[config.mk]
export PLATFORM = sky130hd
export DESIGN_NAME = cgev_mix
export DESIGN_NICKNAME = d
export VERILOG_FILES = /design/src/hdl/cgev_pkg.sv /design/src/hdl/cgev_mix.sv
export SDC_FILE = /design/constraint.sdc
export NUM_CORES = 2
export LEC_CHECK = 0
export BUFFER_PORTS_ARGS = -buffer_cell sky130_fd_sc_hd__buf_2
export CAP_MARGIN = 20
export CORE_MARGIN = 2
export CORE_UTILIZATION = 60
export CTS_BUF_LIST = sky130_fd_sc_hd__clkbuf_4
export DETAILED_ROUTE_END_ITERATION = 7
export PLACE_DENSITY = 0.75
export SLEW_MARGIN = 15
export SYNTH_ARGS = -nofsm -noshare
export SYNTH_HDL_FRONTEND = slang
export SYNTH_SLANG_ARGS = --single-unit
[constraint.sdc]
create_clock -name clock -period 9.12 [get_ports clock]
set_input_delay 1.824 -clock clock [delete_from_list [all_inputs] [get_ports clock]]
set_output_delay 1.824 -clock clock [all_outputs]
set_load 0.05 [all_outputs]
[src/hdl/cgev_pkg.sv]
`default_nettype none

package cgev_pkg;

   localparam int MAX_KEYS_DEFAULT = 8;
   localparam int TIME_WIDTH       = 32;
   localparam int POS_WIDTH        = 16;
   localparam int RGBA_WIDTH       = 32;
   localparam int SLOT_WIDTH       = 3;
   localparam int COUNT_WIDTH      = 4;
   localparam int FRAC_WIDTH       = 17;
   localparam int REQ_DATA_WIDTH   = 88;

   typedef enum logic {
      OP_EVALUATE = 1'b0,
      OP_LOAD     = 1'b1
   } op_type;

   typedef enum logic {
      CSR_KEY_COUNT   = 1'b0,
      CSR_SPAN_LENGTH = 1'b1
   } csr_index_type;

endpackage

`default_nettype wire

[src/hdl/cgev_mix.sv]
`default_nettype none

module cgev_mix
   import cgev_pkg::*;
(
   input  wire logic                  clock,
   input  wire logic                  reset,
   input  wire logic                  advance,
   input  wire logic                  in_valid,
   input  wire logic [FRAC_WIDTH-1:0] in_frac,
   input  wire logic [RGBA_WIDTH-1:0] in_rgba_a,
   input  wire logic [RGBA_WIDTH-1:0] in_rgba_b,
   output logic                       out_valid,
   output logic [RGBA_WIDTH-1:0]      out_rgba
);

   localparam int PW = 8 + FRAC_WIDTH;

   logic          prod_vld_ff;
   logic [PW-1:0] pa_ff [0:3];
   logic [PW-1:0] pb_ff [0:3];
   logic [FRAC_WIDTH-1:0] inv_frac;

   logic                  out_vld_ff;
   logic [RGBA_WIDTH-1:0] out_ff, out_in;

   assign inv_frac = FRAC_WIDTH'(18'h10000 - {1'b0, in_frac});

   always_ff @(posedge clock) begin
      if (reset) begin
         prod_vld_ff <= 1'b0;
      end else if (advance) begin
         prod_vld_ff <= in_valid;
      end
      if (advance) begin
         for (int c = 0; c < 4; c++) begin
            pa_ff[c] <= PW'(in_rgba_a[c*8 +: 8]) * PW'(inv_frac);
            pb_ff[c] <= PW'(in_rgba_b[c*8 +: 8]) * PW'(in_frac);
         end
      end
   end

   always_comb begin
      logic [PW:0] sum;
      out_in = '0;
      for (int c = 0; c < 4; c++) begin
         sum = {1'b0, pa_ff[c]} + {1'b0, pb_ff[c]} + (PW+1)'(32768);
         out_in[c*8 +: 8] = sum[23:16];
      end
   end

   always_ff @(posedge clock) begin
      if (reset) begin
         out_vld_ff <= 1'b0;
      end else if (advance) begin
         out_vld_ff <= prod_vld_ff;
      end
      if (advance) begin
         out_ff <= out_in;
      end
   end

   assign out_valid = out_vld_ff;
   assign out_rgba  = out_ff;

endmodule

`default_nettype wire

==> results.cfg <==
[outcome]
status = complete, no violations

[power_and_ir_drop]
p_comb_frac = 0.766
power_switching_uw = 7090
peakVddDrop_uv = 395.9
p_int_uw = 7217
power.leakage_uw = 0.02210
p_sw_frac = 0.4955
totalPowerFinal_uw = 14310
seq_power_share = 0.174
power_density_mw_per_mm2 = 312.4
clockPowerShare = 0.061

[sta]
final_hold_viol_count = 0
fin_tns_setup_ns = 0
min_period_ns = 7.512
finalSetupViolCount = 0
fin_skew_ns = 0.04951
rsz0062_at_grt = no
hold-worst-slack_ns = 0.4945
max-slew-margin-rel = 0.3085
tightest_slew_ns = 1.037
slew_violations = 0
timing.fmax_mhz = 133.1
period_share = 0.8237

[layout]
seq_area_mm2 = 0.006766
multi_input_area_mm2 = 0.03341
fin_util = 0.6385
layout_common_cells = 732 x inv_1, 712 x fa_1, 711 x and2_1
layout.nets = 5858
fill_cells = 5890
drive_gt1_frac = 0.06371
area_delta_synth_final_pct = 5.135
layout_commonest_cell = inv_1

[logic_synthesis]
syn_area_per_cell_um2 = 9.642
synth_ff_type = edfxtp_1
syn-num-nets = 5832
synth_edf_count = 224
synth_area_mm2 = 0.04356
yosysSeqAreaShare = 0.1553
synth_seq_cells = 226
syn-instance-count = 4518
ys_types = 71
ys_warn_count = 0
ys_async_sr_fraction = 0

[placed_design]
hpwl_um = 81400
numPortBuffers = 117
gp_congestion = 0.9285

[min_path]
min-delay-path-class = reg -> reg
hp-start = prod_vld_ff

[clock_network]
cts_sinks = 226
root_buffer = clkbuf_4
postCtsSetupBuffers = 0
cts_tree = yes
numCtsBuffers = 58
cts_hold_buf = 0
htreeDepth = 2
post_cts_resized = 0
insertion_delay_ns = 0.81
path_clk_slew_ns = 0.09
cts.path.max_buffers = 3

[floorplanning]
start_util = 0.6073
rows = 98
coreArea_mm2 = 0.07173
die-area_mm2 = 0.07478
pin_count = 118
die_w_um = 273.5
dieHeight_um = 273.5

[worst_setup_path]
crit_start = in_frac[0]
r2r-start = pa_ff[1][3]
cp.buffers_inverters = 5
cp_slowest_cell = xor2_2
cp.arrival_ns = 8.04
start_kind = input pin
end_kind = register
cp.required_ns = 9.65
worstPathMaxFanout = 27
regToRegSetupSlack_ns = 5.73
crit_type = in -> reg
crit_family = adder cells
max_stage_delay_ns = 0.54

[detailed_routing]
vias = 31290
drt-vias-per-instance = 5.652
dr.first_iter.drc_count = 1530
postRouteAntennaNets = 0
drc = 0
drt-total-wl_um = 104300
firstDrtPassIters = 5
wire_per_inst_um = 18.85

[global_routing]
grt_usage = 0.2925
first_global_vias = 34040
globalRouteOverflowTotal = 0
antenna_found_initial = 8
grt_max_degree = 161
grt_pass1_wl_um = 172500

[run]
maxCapViolCount = 0
[cells by family (layout without fill, tap and decap cells)]
group	count (synthesis)	in the layout	share of synthesized area
AND/OR/NAND/NOR	1486	1486	0.1784
adder cells (fa/ha/maj)	1229	1229	0.4757
buffers and inverters	928	993	0.08033
AO/OA/AOI/OAI	435	435	0.06684
flip-flops	226	226	0.1553
XOR/XNOR	207	207	0.04179
multiplexers	7	7	0.001608
other	0	3	0
[sequential cells by signal, summed over array words and instances (netlist names)]
signal	count
pb_ff	96
prod_vld_ff	1
out_rgba	32
pa_ff	96
out_valid	1
[layer usage]
layer,track usage,share of wire
met1,0.3603,0.40
met2,0.5170,0.50
met3,0.03719,0.058
met4,0.1263,0.045
met5,0,0.00057
[metrics by stage]
step	instance area (µm²)	std cells	setup WS (ns)
after floorplan	43560	4518	1.569
after detailed placement	45100	5434	0.8197
final	45800	5536	1.608
after CTS	45790	5533	1.676
after global placement	45100	5434	0.9673
after global routing	45800	5536	1.239
[power by group through the flow]
stage / sequential [µW] / combinational (µW) / clock [µW]
after CTS: 2490 / 11000 / 890
after global placement: 2510 / 10600 / 0
after global routing: 2510 / 12300 / 937
final: 2480 / 11000 / 867
after detailed placement: 2510 / 10900 / 0
after floorplan: 2610 / 7950 / 0
[layout make-up]
cell class	instances	area share
multi-input cells	3364	0.7295
clock inverters	22	0.002595
clock buffers	77	0.01262
flip-flops and latches	226	0.1477
diodes	3	0.0001639
well taps	950	0.02595
repair buffers	162	0.02147
inverters	732	0.05999
[cell usage after synthesis (all sizes together), types with 26 or more instances]
| master | count | area share |
|---|---|---|
| ha | 517 | 0.15 |
| nor2b | 26 | 0.0037 |
| xnor2 | 157 | 0.032 |
| edfxtp | 224 | 0.15 |
| xor2 | 50 | 0.010 |
| a211oi | 26 | 0.0046 |
| inv | 732 | 0.063 |
| o21ai | 73 | 0.0084 |
| nand2 | 471 | 0.041 |
| nor2 | 111 | 0.0096 |
| o21a | 29 | 0.0050 |
| a21o | 62 | 0.011 |
| nand3 | 39 | 0.0045 |
| clkbuf | 186 | 0.016 |
| and2 | 711 | 0.10 |
| nor3 | 42 | 0.0048 |
| fa | 712 | 0.33 |
| a21oi | 130 | 0.015 |
[worst paths after layout]
| kind | cells past startpoint | end |
|---|---|---|
| worst max register to register | 10 | out_rgba[15] |
| worst min-delay path | 2 | out_valid |
| worst max-delay path | 25 | pa_ff[2][21] |
| worst min register to register | 2 | out_valid |
[worst reg2reg max path, delay by kind of cell (launching register included)]
| kind | cells | cell delay [ns] |
|---|---|---|
| compound gates | 7 | 2.06 |
| xor+xnor | 1 | 0.10 |
| fa+ha+maj | 2 | 0.57 |
| flops | 1 | 0.39 |
(Power assumes the default switching activity.)
