`src/hdl/cgev_pkg.sv`:
```
`default_nettype none

package cgev_pkg;

   localparam int MAX_KEYS_DEFAULT = 8;
   localparam int TIME_WIDTH       = 32;
   localparam int POS_WIDTH        = 16;
   localparam int RGBA_WIDTH       = 32;
   localparam int SLOT_WIDTH       = 3;
   localparam int COUNT_WIDTH      = 4;
   localparam int FRAC_WIDTH       = 17;
   localparam int REQ_DATA_WIDTH   = 88;

   typedef enum logic {
      OP_EVALUATE = 1'b0,
      OP_LOAD     = 1'b1
   } op_type;

   typedef enum logic {
      CSR_KEY_COUNT   = 1'b0,
      CSR_SPAN_LENGTH = 1'b1
   } csr_index_type;

endpackage

`default_nettype wire

```
`src/hdl/cgev_divpipe.sv`:
```
`default_nettype none

module cgev_divpipe
   import cgev_pkg::*;
#(
   parameter int QW = 16,
   parameter int DW = 32,
   parameter int SW = 8
) (
   input  wire logic          clock,
   input  wire logic          reset,
   input  wire logic          advance,
   input  wire logic          in_valid,
   input  wire logic [DW-1:0] in_rem,
   input  wire logic [QW-1:0] in_bits,
   input  wire logic [DW-1:0] in_div,
   input  wire logic [SW-1:0] in_side,
   output logic               out_valid,
   output logic [QW-1:0]      out_quo,
   output logic [SW-1:0]      out_side
);

   logic          vld_ff  [0:QW];
   logic [DW-1:0] rem_ff  [0:QW];
   logic [QW-1:0] bits_ff [0:QW];
   logic [QW-1:0] quo_ff  [0:QW];
   logic [DW-1:0] div_ff  [0:QW];
   logic [SW-1:0] side_ff [0:QW];

   always_ff @(posedge clock) begin
      if (reset) begin
         vld_ff[0] <= 1'b0;
      end else if (advance) begin
         vld_ff[0] <= in_valid;
      end
      if (advance) begin
         rem_ff[0]  <= in_rem;
         bits_ff[0] <= in_bits;
         quo_ff[0]  <= '0;
         div_ff[0]  <= in_div;
         side_ff[0] <= in_side;
      end
   end

   for (genvar g = 0; g < QW; g++) begin : g_stage
      logic [DW:0]   trial;
      logic          ge;
      logic [DW-1:0] rem_in;

      always_comb begin
         trial  = {rem_ff[g], bits_ff[g][QW-1]};
         ge     = (trial >= {1'b0, div_ff[g]});
         rem_in = ge ? DW'(trial - {1'b0, div_ff[g]}) : trial[DW-1:0];
      end

      always_ff @(posedge clock) begin
         if (reset) begin
            vld_ff[g+1] <= 1'b0;
         end else if (advance) begin
            vld_ff[g+1] <= vld_ff[g];
         end
         if (advance) begin
            rem_ff[g+1]  <= rem_in;
            bits_ff[g+1] <= {bits_ff[g][QW-2:0], 1'b0};
            quo_ff[g+1]  <= {quo_ff[g][QW-2:0], ge};
            div_ff[g+1]  <= div_ff[g];
            side_ff[g+1] <= side_ff[g];
         end
      end
   end

   assign out_valid = vld_ff[QW];
   assign out_quo   = quo_ff[QW];
   assign out_side  = side_ff[QW];

endmodule

`default_nettype wire

```
`config.mk`:
```
export PLATFORM = sky130hd
export DESIGN_NAME = cgev_divpipe
export DESIGN_NICKNAME = d
export VERILOG_FILES = /design/src/hdl/cgev_pkg.sv /design/src/hdl/cgev_divpipe.sv
export SDC_FILE = /design/constraint.sdc
export NUM_CORES = 2
export LEC_CHECK = 0
export BUFFER_PORTS_ARGS = -buffer_cell sky130_fd_sc_hd__buf_2
export CAP_MARGIN = 10
export CORE_UTILIZATION = 40
export DETAILED_ROUTE_END_ITERATION = 8
export SYNTH_ARGS = -nofsm -noshare
export SYNTH_HDL_FRONTEND = slang
export SYNTH_SLANG_ARGS = --single-unit
```
`constraint.sdc`:
```
create_clock -name clock -period 5.3 [get_ports clock]
set_clock_uncertainty 0.2 [all_clocks]
set_input_delay 0.795 -clock clock [delete_from_list [all_inputs] [get_ports clock]]
set_output_delay 0.795 -clock clock [all_outputs]
set_load 0.02 [all_outputs]
```
==> out/metrics.csv <==
stage;metric;value;unit
run_status;outcome;complete, no violations;
synthesis;mean post-synth cell area;12.0;µm²
timing;fin. max-slew vios;0;
drt;DR pass1 iterations;6;
die;Die Width;439;µm
timing;Final Cycle Share;85.9;%
clocking;TritonCTS Buffers;167;
global_routing;total gr overflow;0;
power;pwr dens;595;nW/µm²
clocking;clk slew on worst S/H paths;0.06;ns
hold_path;HP Class;input pin to flip-flop;
layout;area delta synth->final;13.3;%
die;site row count;159;
critical_path;Worst setup SP type;flip-flop;
synthesis;Post-synth EDFFs;1449;
critical_path;Crit Path Class;flip-flop to flip-flop;
clocking;maximum clock insertion buffer count;3;
critical_path;CP Data Required Time;5.64;ns
power;Sw Ratio;35.9;%
global_routing;vias in the first global route;50200;
power;VDD IR max;0.283;mV
layout;design area;86400;µm²
power;Clock Power Share;22.4;%
synthesis;Syn Inst Count;6370;
die;Die ar.;192000;µm²
layout;most frequent cells in the layout;edfxtp_1, inv_1, ha_1;
timing;Setup TNS Final;0;ns
layout;Final nets;7260;
critical_path;Critical Path Source;div_ff[0][225]$_DFFE_PP_;
synthesis;post-synthesis sequential area ratio;57.1;%
timing;fmax;0.220;GHz
drt;Final Routed Wirelength;172;mm
synthesis;Mapped Area;76200;µm²
power;NetSw;0.0184;W
global_routing;initial antenna violation count;2;
drt;drt via density;5.22;
power;Gate power share;42.9;%
die;Die Y;439;µm
synthesis;Seq cells post-synth;1449;
synthesis;most used flip-flop cell after synthesis;edfxtp_1;
clocking;H-tree depth;4;
placed_design;PortBufs;116;
drt;drt drc;0;
synthesis;leading area contributor after synthesis;edfxtp_1;
critical_path;Crit path arrival time;4.89;ns
die;Starting Density;40.4;%
clocking;Root Buffer;clkbuf_16;
synthesis;top post-synthesis cells by area;edfxtp_1, ha_1, a21oi_1;
timing;clock period minus final worst setup slack;4.55;ns
power;Tot Pwr;0.0514;W
critical_path;worst-path fanout max;25;
critical_path;FF-to-FF Start;div_ff[0][225]$_DFFE_PP_;
placed_design;Placement Cell Area;80000;µm²
layout;final non-filler cell total;9280;
synthesis;distinct cell type count of the synthesized netlist;89;
critical_path;CP endpoint kind;flip-flop;
timing;Final Hold Vio Count;0;
drt;Iter 0 DRT Violations;2336;
placed_design;placed instance count;8879;
timing;RSZ-0062 raised after global routing;no;
timing;endpoints failing setup;0;
clocking;clock latency on the worst-skew pair;0.81;ns
layout;Fillers;16900;
layout;register area;43500;µm²
synthesis;Async SR Flop Fraction;0;%
power;internal power;0.0329;W
global_routing;first-pass GRT wire length;268;mm
die;Ports;117;
global_routing;overall global routing resource usage;17.7;%
clocking;post-CTS setup buffers;0;
synthesis;share of Yosys cell area claimed by the top area cell type;57.1;%
timing;measured slew at the worst slew-check pin;1.00;ns
layout;area of the multi-input gates;29600;µm²
layout;commonest non-fill, non-tap cell in the layout;edfxtp_1;
placed_design;Final HPWL DP;129;mm
power;leakage;34.9;nW
placed_design;Final GP Congestion;0.990;
global_routing;largest net degree at the start of global routing;144;
synthesis;Warnings, synthesis;0;
clocking;clk sinks;1449;
drt;Avg WL per Cell;18.5;µm
clocking;CTS tree;done;
drt;Antenna Nets Post-Route;0;
timing;Rel. slew slack;32.5;%
drt;DR vias;48400;
layout;ratio of cells with drive above 1 in the final layout;10.5;%
die;Std-Cell Core Area;189000;µm²
run;max cap viols;0;
power;Sequential Power Share;34.7;%
hold_path;HP Start;in_valid;
synthesis;Mapped Nets;6989;
[flip-flops by register name, summed over array words and instances, names as in the netlist]
| name | flops |
|---|---|
| div_ff | 512 |
| rem_ff | 512 |
| bits_ff | 136 |
| quo_ff | 136 |
| side_ff | 136 |
| vld_ff | 17 |
[layer usage]
metal,vias to the layer above,GRT usage (%),part of all wire [%]
met5,-,0,0
met4,0,9.63,5.6
met3,424,2.49,2.7
met2,918,35.9,56
met1,23000,16.6,36
li1,24000,-,-
[power groups by stage]
stage	Sequential [W]	Combinational, W	Clock (W)
detailed placement	0.0181	0.0218	0
CTS	0.0179	0.0220	0.0119
global placement	0.0181	0.0216	0
finish	0.0179	0.0220	0.0115
floorplan	0.0174	0.0166	0
global route	0.0181	0.0243	0.0123
[cells in the mapped netlist (all sizes together), types with 9 or more instances]
cell and count:
a31oi 67, and4 17, and2 41, nor2 310, o21bai 76, nor4 16
a211o 17, a221oi 12, xnor2 239, nor3 56, o31a 16, a21oi 507
a221o 9, o21a 70, a41oi 12, a2111oi 9, inv 629, a211oi 40
o211ai 16, nand2 421, edfxtp 1449, o31ai 46, mux2i 18, mux2 215
or2 17, or3 13, and3 51, nand3 87, nand2b 65, nor2b 72
ha 512, or4 10, a21o 266, o41ai 12, o2111ai 9, a21boi 25
clkbuf 134, nand4 88, buf 57, xor2 160, fa 15, o21ai 376
[per-stage QoR]
| stage | util (%) | setup slack, ns | hold slack, ns |
|---|---|---|---|
| floorplan | - | 1.64 | 0.200 |
| global placement | 42.4 | 0.864 | 0.201 |
| detailed placement | 42.4 | 0.820 | 0.205 |
| CTS | 45.8 | 0.772 | 0.0532 |
| global route | 45.8 | 0.313 | 0.0978 |
| finish | 45.8 | 0.748 | 0.132 |
[cell families (layout without fill, tap and decap cells)]
family / count (synthesis) / count (layout) / share of synthesized area, %
compound gates: 1652 / 1652 / 13.7
xor+xnor: 399 / 399 / 4.58
fa+ha+maj: 527 / 527 / 8.80
buf+inv: 820 / 1231 / 4.27
flops: 1449 / 1449 / 57.1
mux: 233 / 233 / 3.53
other cells: 0 / 4 / 0
simple gates: 1290 / 1290 / 8.09
[area by class of cell]
type / instances / area share [%]
multi-input combinational: 4101 / 34.2
antenna: 4 / 0.0116
sequential: 1449 / 50.3
tap: 2495 / 3.61
timing repair buffer: 293 / 2.73
clock inverter: 103 / 1.29
inverter: 629 / 2.73
clock buffer: 206 / 5.08
[worst max-delay path, stage by stage, from the launching register on]
cell and delay (ns):
edfxtp_1 0.39, inv_1 0.06, ha_1 0.29, nor2b_1 0.20, o211ai_1 0.10, a21boi_0 0.44
o311ai_0 0.32, a211o_1 0.45, a2111oi_0 0.55, o31ai_1 0.15, a21o_1 0.23, nand2_2 0.15
buf_4 0.35, mux2_2 0.38
[path summary, 6_finish.rpt]
check / end / slack (ns) / cells past startpoint
min: vld_ff[0]$_DFFE_PP_ / 0.13 / 2
max: rem_ff[0][266]$_DFFE_PP_ / 0.75 / 13
min reg2reg: bits_ff[0][76]$_DFFE_PP_ / 0.20 / 0
max reg2reg: rem_ff[0][266]$_DFFE_PP_ / 0.75 / 13
[repair_timing]
action	4_1_cts	5_1_grt
endpoints found under the hold margin	88	0
gates resized for setup	0	0
hold buffers	88	0
(Power assumes the default switching activity.)
