### src/hdl/cgev_pkg.sv
`default_nettype none

package cgev_pkg;

   localparam int MAX_KEYS_DEFAULT = 8;
   localparam int TIME_WIDTH       = 32;
   localparam int POS_WIDTH        = 16;
   localparam int RGBA_WIDTH       = 32;
   localparam int SLOT_WIDTH       = 3;
   localparam int COUNT_WIDTH      = 4;
   localparam int FRAC_WIDTH       = 17;
   localparam int REQ_DATA_WIDTH   = 88;

   typedef enum logic {
      OP_EVALUATE = 1'b0,
      OP_LOAD     = 1'b1
   } op_type;

   typedef enum logic {
      CSR_KEY_COUNT   = 1'b0,
      CSR_SPAN_LENGTH = 1'b1
   } csr_index_type;

endpackage

`default_nettype wire

### src/hdl/cgev_lookup.sv
`default_nettype none

module cgev_lookup
   import cgev_pkg::*;
#(
   parameter int MAX_KEYS = MAX_KEYS_DEFAULT
) (
   input  wire logic                   clock,
   input  wire logic                   reset,
   input  wire logic                   advance,
   input  wire logic                   in_valid,
   input  wire logic                   in_op,
   input  wire logic [SLOT_WIDTH-1:0]  in_slot,
   input  wire logic [POS_WIDTH-1:0]   in_pos,
   input  wire logic [RGBA_WIDTH-1:0]  in_rgba,
   input  wire logic [POS_WIDTH-1:0]   in_time,
   input  wire logic [COUNT_WIDTH-1:0] key_count,
   output logic                        out_valid,
   output logic [POS_WIDTH-1:0]        out_diff,
   output logic [POS_WIDTH-1:0]        out_span,
   output logic [RGBA_WIDTH-1:0]       out_rgba_a,
   output logic [RGBA_WIDTH-1:0]       out_rgba_b
);

   localparam int IW = (MAX_KEYS > 1) ? $clog2(MAX_KEYS) : 1;
   localparam int NW = $clog2(MAX_KEYS + 1);

   logic [POS_WIDTH-1:0]  pos_ff  [0:MAX_KEYS-1];
   logic [RGBA_WIDTH-1:0] rgba_ff [0:MAX_KEYS-1];

   logic                  valid_ff;
   logic [POS_WIDTH-1:0]  diff_ff, diff_in;
   logic [POS_WIDTH-1:0]  span_ff, span_in;
   logic [RGBA_WIDTH-1:0] rgba_a_ff, rgba_a_in;
   logic [RGBA_WIDTH-1:0] rgba_b_ff, rgba_b_in;

   logic [NW-1:0]        n;
   logic                 found;
   logic [IW-1:0]        idx;
   logic [IW-1:0]        prv;
   logic [IW-1:0]        last;
   logic [POS_WIDTH-1:0] cur_pos;
   logic [POS_WIDTH-1:0] prv_pos;

   always_comb begin
      n = (32'(key_count) > MAX_KEYS) ? NW'(MAX_KEYS) : NW'(key_count);
      found = 1'b0;
      idx   = '0;
      for (int i = 1; i < MAX_KEYS; i++) begin
         if (!found && (i < 32'(n)) && (in_time <= pos_ff[i])) begin
            found = 1'b1;
            idx   = IW'(i);
         end
      end
      prv     = idx - IW'(1);
      last    = IW'(32'(n) - 1);
      cur_pos = pos_ff[idx];
      prv_pos = pos_ff[prv];

      diff_in   = '0;
      span_in   = POS_WIDTH'(1);
      rgba_a_in = '0;
      rgba_b_in = '0;
      if (n == '0) begin
         rgba_a_in = '0;
         rgba_b_in = '0;
      end else if (n == NW'(1) || in_time < pos_ff[0]) begin
         rgba_a_in = rgba_ff[0];
         rgba_b_in = rgba_ff[0];
      end else if (!found) begin
         rgba_a_in = rgba_ff[last];
         rgba_b_in = rgba_ff[last];
      end else begin
         rgba_a_in = rgba_ff[prv];
         rgba_b_in = rgba_ff[idx];
         if (cur_pos > prv_pos && in_time > prv_pos) begin
            diff_in = in_time - prv_pos;
            span_in = cur_pos - prv_pos;
         end
      end
   end

   always_ff @(posedge clock) begin
      if (advance && in_valid && in_op == OP_LOAD && 32'(in_slot) < MAX_KEYS) begin
         pos_ff[IW'(in_slot)]  <= in_pos;
         rgba_ff[IW'(in_slot)] <= in_rgba;
      end
   end

   always_ff @(posedge clock) begin
      if (reset) begin
         valid_ff <= 1'b0;
      end else if (advance) begin
         valid_ff <= in_valid && in_op == OP_EVALUATE;
      end
      if (advance) begin
         diff_ff   <= diff_in;
         span_ff   <= span_in;
         rgba_a_ff <= rgba_a_in;
         rgba_b_ff <= rgba_b_in;
      end
   end

   assign out_valid  = valid_ff;
   assign out_diff   = diff_ff;
   assign out_span   = span_ff;
   assign out_rgba_a = rgba_a_ff;
   assign out_rgba_b = rgba_b_ff;

endmodule

`default_nettype wire

### config.mk
export PLATFORM = sky130hd
export DESIGN_NAME = cgev_lookup
export DESIGN_NICKNAME = d
export VERILOG_FILES = /design/src/hdl/cgev_pkg.sv /design/src/hdl/cgev_lookup.sv
export SDC_FILE = /design/constraint.sdc
export NUM_CORES = 1
export LEC_CHECK = 0
export BUFFER_PORTS_ARGS = -buffer_cell sky130_fd_sc_hd__buf_2
export CAP_MARGIN = 20
export CORE_MARGIN = 5
export CORE_UTILIZATION = 60
export DETAILED_ROUTE_END_ITERATION = 10
export PLACE_DENSITY_LB_ADDON = 0.05
export SLEW_MARGIN = 25
export SYNTH_ARGS = -nofsm -noshare
export SYNTH_HDL_FRONTEND = slang
export SYNTH_SLANG_ARGS = --single-unit
### constraint.sdc
create_clock -name clock -period 8.5 [get_ports clock]
set_clock_uncertainty 0.2 [all_clocks]
set_input_delay 0.425 -clock clock [delete_from_list [all_inputs] [get_ports clock]]
set_output_delay 0.425 -clock clock [all_outputs]
set_load 0.05 [all_outputs]
==> flow_metrics.py, run 1 <==
metrics = {
    "global_routing": {
        "grt_pass1_wl_microns": 137000,
        "overflow": 0,
        "grt_usage_pct": 34.1,
        "grt_start_max_net_pins": 81,
        "grt_pass1_vias": 22700,
        "antenna_found_initial": 5,
    },
    "floorplan": {
        "die_w_microns": 228,
        "ios": 173,
        "rows": 80,
        "start_util_pct": 60.3,
        "dieArea_sq_um": 52100,
        "die_h_microns": 228,
        "coreArea_sq_um": 47400,
    },
    "clock_network": {
        "clockRootBuffer": "clkbuf_16",
        "cts_buffers": 50,
        "cts_resized": 0,
        "clk_pin_slew_ns": 0.07,
        "cts_max_path_buffers": 3,
        "cts_tree": "built",
        "h-tree-depth": 2,
        "cts.sinks": 481,
        "clock_latency_ns": 0.63,
    },
    "min_path": {
        "worstHoldEndpoint": "out_rgba_b[29]",
        "whs_path_depth": 1,
        "hp-start": "advance",
        "hold_path.class": "in -> reg",
    },
    "synth": {
        "ys.flop_type": "edfxtp_1",
        "syn_nets": 2689,
        "syn_area_sq_um": 28600,
        "avgSynthCellArea_sq_um": 11.7,
        "synth_edf_count": 480,
        "netlist_instances": 2449,
        "async_reset_ff_share_pct": 0,
        "ys_warn_count": 0,
        "ys_seq_area_share_pct": 50.5,
        "synth-seq-cells": 481,
        "ys_types": 77,
        "synth_top_area_share_pct": 50.4,
        "yosys.area.top_type": "edfxtp_1",
        "synth_commonest_cells": "480 x edfxtp_1, 254 x nand2_1, 199 x mux2i_1",
        "synth.most_common_cell": "edfxtp_1",
        "synthTopCellsByArea": "edfxtp_1 50%, ha_1 7.1%, mux2i_1 7.0%",
    },
    "timing": {
        "slew_viol_final": 0,
        "worst_pin_slew_ns": 1.11,
        "min_period_ns": 7.53,
        "finalHoldViolCount": 0,
        "setup_tns_ns": 0,
        "fmax_mhz": 133,
        "setup_violations": 0,
        "rsz0062_at_grt": "no",
        "fin_ws_ns": 0.971,
        "holdWs_ns": 0.0283,
        "period_share_pct": 88.6,
        "slew_headroom_pct": 26.3,
    },
    "routing": {
        "antenna_left": 0,
        "route.detailed.drc": 0,
        "vias_per_cell": 7.00,
        "avgRoutedWirePerCell_microns": 28.1,
        "wl_microns": 92100,
        "initialDrtViolationCount": 3179,
        "vias": 22900,
        "first_pass_iters": 7,
    },
    "worst_setup_path": {
        "required_ns": 8.63,
        "ff2ff_setup_slack_ns": 0.97,
        "worst_setup_path_end_kind": "register",
        "r2r.worst_path.cells": 26,
        "critPathKind": "reg -> reg",
        "slowest_stage": "o31ai_1",
        "worstReg2RegStart": "pos_ff[2][7]",
        "cp_max_fo": 49,
        "worstPathArrival_ns": 7.66,
        "timing.critical_path.slowest_cell_delay_ns": 0.67,
        "rr_endpoint": "out_diff[13]",
        "start_kind": "register",
    },
    "layout": {
        "nets": 2857,
        "seq_area_sq_um": 14400,
        "layout-drive-gt1-share_pct": 17.3,
        "syn2layout_area_growth_pct": 12.9,
        "multi_input_area_sq_um": 13000,
        "n_fill_cell": 3511,
        "final_area_sq_um": 32300,
    },
    "power_and_ir_drop": {
        "p_leak_nw": 12.3,
        "comb_power_share_pct": 23.1,
        "power_switching_mw": 1.98,
        "p_sw_share_pct": 30.2,
        "intPower_mw": 4.58,
        "clockPowerShare_pct": 35.6,
        "seqPwrFrac_pct": 41.3,
        "vdd_drop_max_v": 0.000180,
        "p_per_area_nw_per_um2": 203,
        "totalPowerFinal_mw": 6.56,
    },
    "outcome": {
        "outcome": "finished clean",
    },
    "placed_design": {
        "place_congestion": 0.981,
        "place_ws_ns": 0.914,
        "dp_hpwl_microns": 57500,
        "place.port_buffers": 172,
        "place_area_sq_um": 30000,
    },
    "run": {
        "max-cap-violations": 0,
    },
}
-- sequential cells by signal, summed over array words and instances, names as in the netlist --
name        flops
rgba_ff       256
pos_ff        128
out_rgba_a     32
out_rgba_b     32
out_diff       16
out_span       16
out_valid       1
-- final cells by class --
cell class	count	area share (%)
Timing Repair Buffer	273	5.46
Antenna cell	4	0.0310
Inverter	143	1.67
Clock buffer	60	4.06
Clock inverter	32	1.40
Tap cell	615	2.38
Sequential cell	481	44.7
Multi-Input combinational cell	1668	40.3
-- per-layer routing --
metal | part of all wire (%) | vias to the layer above | track usage (%)
met5 | 0.014 | - | 0
met4 | 3.6 | 2 | 12.2
met1 | 39 | 11100 | 49.1
met2 | 44 | 1727 | 51.4
met3 | 13 | 300 | 7.85
li1 | - | 9852 | -
-- what timing repair did --
item                      CTS  global route
hold buffers               50             0
setup buffers               0             0
hold endpoints to repair  385             0
-- power by group through the flow --
stage | Sequential [mW] | Combinational [mW] | Clock (mW)
floorplan | 2.88 | 0.872 | 0
global placement | 2.76 | 1.43 | 0
detailed placement | 2.76 | 1.44 | 0
CTS | 2.71 | 1.47 | 2.36
global route | 2.71 | 1.60 | 2.47
finish | 2.71 | 1.51 | 2.34
-- per-stage QoR --
| step | std cells | utilization (%) |
|---|---|---|
| 2_1_floorplan | 2449 | - |
| 3_3_place_gp | 3130 | 63.2 |
| 3_5_place_dp | 3130 | 63.2 |
| 4_1_cts | 3272 | 68.0 |
| 5_1_grt | 3275 | 68.0 |
| 6_report | 3276 | 68.0 |
-- cell families (layout without fill, tap and decap cells) --
group                      count (synthesis)  in the layout  synth area share (%)
adders and majority gates                164            164                  7.23
DFF                                      481            481                  50.5
xor gates and xnor gates                  22             22                 0.674
AOI/OAI and AO/OA                        707            707                  16.3
buffers and inverters                    300            508                  4.51
muxes                                    281            281                  12.7
other                                      0              4                     0
and+or+nand+nor                          494            494                  8.11
-- critical path: cells and delay by family (launching register included) --
family,cells,cell delay (ns)
AOI/OAI and AO/OA,14,4.54
adders and majority gates,3,0.78
buffers and inverters,3,0.49
DFF,1,0.45
muxes,3,0.50
and+or+nand+nor,3,0.25
-- cells in the final DEF, fill, tap and decap left out, types with 50 or more instances in the layout --
cell type / count
a211oi_1: 57
a21oi_1: 171
buf_2: 171
buf_4: 50
clkbuf_16: 51
dlygate4sd3_1: 50
edfxtp_1: 480
ha_1: 161
inv_1: 142
mux2i_1: 199
mux4_2: 64
nand2_1: 253
nor2_1: 69
o211ai_1: 62
o21ai_0: 160
-- worst max path at each step --
stage | startpoint | to | slack [ns] | cells after the start
2_1_floorplan | key_count[3] | out_diff[15] | 1.45 | 33
3_3_place_gp | in_time[5] | out_diff[13] | 1.09 | 26
3_5_place_dp | in_time[5] | out_diff[13] | 0.91 | 26
4_1_cts | pos_ff[2][13] | out_diff[13] | 1.06 | 24
5_1_grt | pos_ff[2][13] | out_diff[13] | 0.46 | 24
6_report | pos_ff[2][7] | out_diff[13] | 0.97 | 26
No activity file was read; power rests on OpenSTA's default activity.
==> run 2: changes to the inputs <==
--- a/config.mk
+++ b/config.mk
@@ -10,7 +10,7 @@
 export CORE_MARGIN = 5
 export CORE_UTILIZATION = 60
 export DETAILED_ROUTE_END_ITERATION = 10
-export PLACE_DENSITY_LB_ADDON = 0.05
+export PLACE_DENSITY_LB_ADDON = 0.3
 export SLEW_MARGIN = 25
 export SYNTH_ARGS = -nofsm -noshare
 export SYNTH_HDL_FRONTEND = slang
==> run 2 against run 1 <==
  * Die area did not move
  * Clock-buffer cell count fell by 4
  * Non-clock buffer count fell by 7
  * Critical path type unchanged
  * Hold slack improved by 0.099 ns
  * Fmax rose by 1.3%
  * Critical path depth fell by 2
  * Critical endpoint is now out_span[13]
  * Via count rose by 0.94%
  * Sequential power barely moved
  * Sequential share of layout area barely moved
  * Wire length fell by 0.69%
  * Largest power group unchanged
  * Combinational power fell by 3%
==> flow_metrics.py, run 2 (same netlist as run 1, synthesis figures left out) <==
metrics = {
    "outcome": {
        "outcome": "finished clean",
    },
    "min_path": {
        "hold_path.class": "in -> reg",
        "whs_path_depth": 1,
        "hp-start": "advance",
        "worstHoldEndpoint": "out_rgba_a[6]",
    },
    "worst_setup_path": {
        "start_kind": "register",
        "ff2ff_setup_slack_ns": 1.07,
        "slowest_stage": "o21ai_0",
        "path_delay_family": "compound AO/OA/AOI/OAI gates",
        "worstReg2RegStart": "pos_ff[7][7]",
        "required_ns": 8.62,
        "timing.critical_path.slowest_cell_delay_ns": 0.64,
        "worst_setup_path_end_kind": "register",
        "r2r.worst_path.cells": 24,
        "timing.critical_path.cells": "inv_1, ha_1, and3_1, o21ai_0, o21ai_0, a22oi_1, a211oi_1, o21a_4, buf_4, o32ai_1, a211oi_1, a31oi_1, ha_1, a21o_1, a21oi_1, o21bai_1, a31oi_1, o21ai_0, o41a_1, a221o_1, a31oi_1, a2111o_1, buf_4, a2111oi_0",
        "path_depth": 24,
        "rr_endpoint": "out_span[13]",
        "cp_max_fo": 31,
        "worstPathArrival_ns": 7.56,
        "critPathKind": "reg -> reg",
        "path_buf_inv": 3,
    },
    "timing": {
        "fmax_mhz": 135,
        "slew_headroom_pct": 23.4,
        "setup_tns_ns": 0,
        "min_period_ns": 7.43,
        "rsz0062_at_grt": "no",
        "finalHoldViolCount": 0,
        "slew_viol_final": 0,
        "worst_pin_slew_ns": 1.15,
        "period_share_pct": 87.5,
        "setup_violations": 0,
    },
    "layout": {
        "largest_reg_flops": 256,
        "regMostFlops": "rgba_ff",
        "layout-drive-gt1-share_pct": 17.4,
        "nets": 2850,
        "n_fill_cell": 3343,
        "final_cell_mix": "480 x edfxtp_1, 253 x nand2_1, 199 x mux2i_1, 171 x a21oi_1, 171 x buf_2",
        "multi_input_area_sq_um": 13000,
        "seq_area_sq_um": 14400,
        "mostFrequentLayoutCell": "edfxtp_1",
        "syn2layout_area_growth_pct": 12.8,
        "final_area_sq_um": 32300,
        "reg_top3": "rgba_ff (256), pos_ff (128)",
        "final_cells": 3264,
    },
    "placed_design": {
        "place_area_sq_um": 30000,
        "place.port_buffers": 172,
        "dp_hpwl_microns": 57000,
        "place_congestion": 0.961,
        "dpl.cell_count": 3123,
    },
    "routing": {
        "route.detailed.drc": 0,
        "antenna_left": 0,
        "avgRoutedWirePerCell_microns": 28.0,
        "vias_per_cell": 7.09,
        "wl_microns": 91500,
        "initialDrtViolationCount": 3281,
        "first_pass_iters": 10,
        "vias": 23100,
    },
    "floorplan": {
        "start_util_pct": 60.3,
        "die_h_microns": 228,
        "dieArea_sq_um": 52100,
        "ios": 173,
        "coreArea_sq_um": 47400,
        "die_w_microns": 228,
        "rows": 80,
    },
    "global_routing": {
        "overflow": 0,
        "antenna_found_initial": 2,
        "grt_pass1_wl_microns": 137000,
        "grt_pass1_vias": 22900,
        "grt_usage_pct": 33.8,
        "grt_start_max_net_pins": 102,
    },
    "clock_network": {
        "cts_buffers": 50,
        "cts_max_path_buffers": 3,
        "clk_pin_slew_ns": 0.06,
        "clockRootBuffer": "clkbuf_16",
        "h-tree-depth": 2,
        "cts_tree": "built",
        "cts_resized": 0,
        "clock_latency_ns": 0.61,
        "cts.sinks": 481,
    },
    "power_and_ir_drop": {
        "p_per_area_nw_per_um2": 203,
        "p_leak_nw": 12.3,
        "vdd_drop_max_v": 0.000201,
        "totalPowerFinal_mw": 6.54,
    },
    "run": {
        "max-cap-violations": 0,
    },
}
-- run 2: cell types whose count changed in the layout (fill, tap and decap cells not counted), sizes merged --
cell,previous run,this run
buf,223,216
clkbuf,60,56
diode,4,1
clkinv,17,18
inv,146,147
-- run 2: how the worst max path moves through the flow --
stage / end / start
after floorplan: out_diff[15] / key_count[3]
after global placement: out_span[3] / key_count[3]
after detailed placement: out_span[13] / key_count[3]
after CTS: out_diff[8] / pos_ff[7][15]
after global routing: out_span[13] / pos_ff[6][11]
final: out_span[13] / pos_ff[7][7]
-- run 2: report_power, final --
part / total [mW] / internal (mW) / switching [mW]
combinational: 1.47 / 0.507 / 0.965
clock: 2.35 / 1.40 / 0.953
sequential: 2.71 / 2.68 / 0.0282
total: 6.54 / 4.59 / 1.95
-- run 2: area by class of cell --
cell class	count	area share [%]
antenna	1	0.00776
clock buffer	56	4.08
clock inverter	34	1.43
inverter	143	1.67
multi-input combinational	1668	40.3
sequential	481	44.7
tap	615	2.38
timing repair buffer	266	5.37
-- run 2: routing by layer --
layer | GRT usage [%] | up-vias | part of all wire [%]
li1 | - | 9842 | -
met1 | 45.3 | 11100 | 38
met2 | 54.6 | 1779 | 46
met3 | 6.37 | 388 | 11
met4 | 14.7 | 0 | 4.6
met5 | 0 | - | 0
-- run 2: metrics by stage --
step	util, %	setup WS (ns)	hold slack [ns]
finish	68.0	1.07	0.128
global route	68.0	0.740	0.116
CTS	68.0	1.29	0.102
detailed placement	63.2	0.941	0.257
global placement	63.2	1.03	0.244
floorplan	-	1.45	0.294
-- run 2: repair_timing --
action                                 CTS  global route
buffers inserted                         0             0
endpoints found under the hold margin  385             0
hold buffers                            50             0
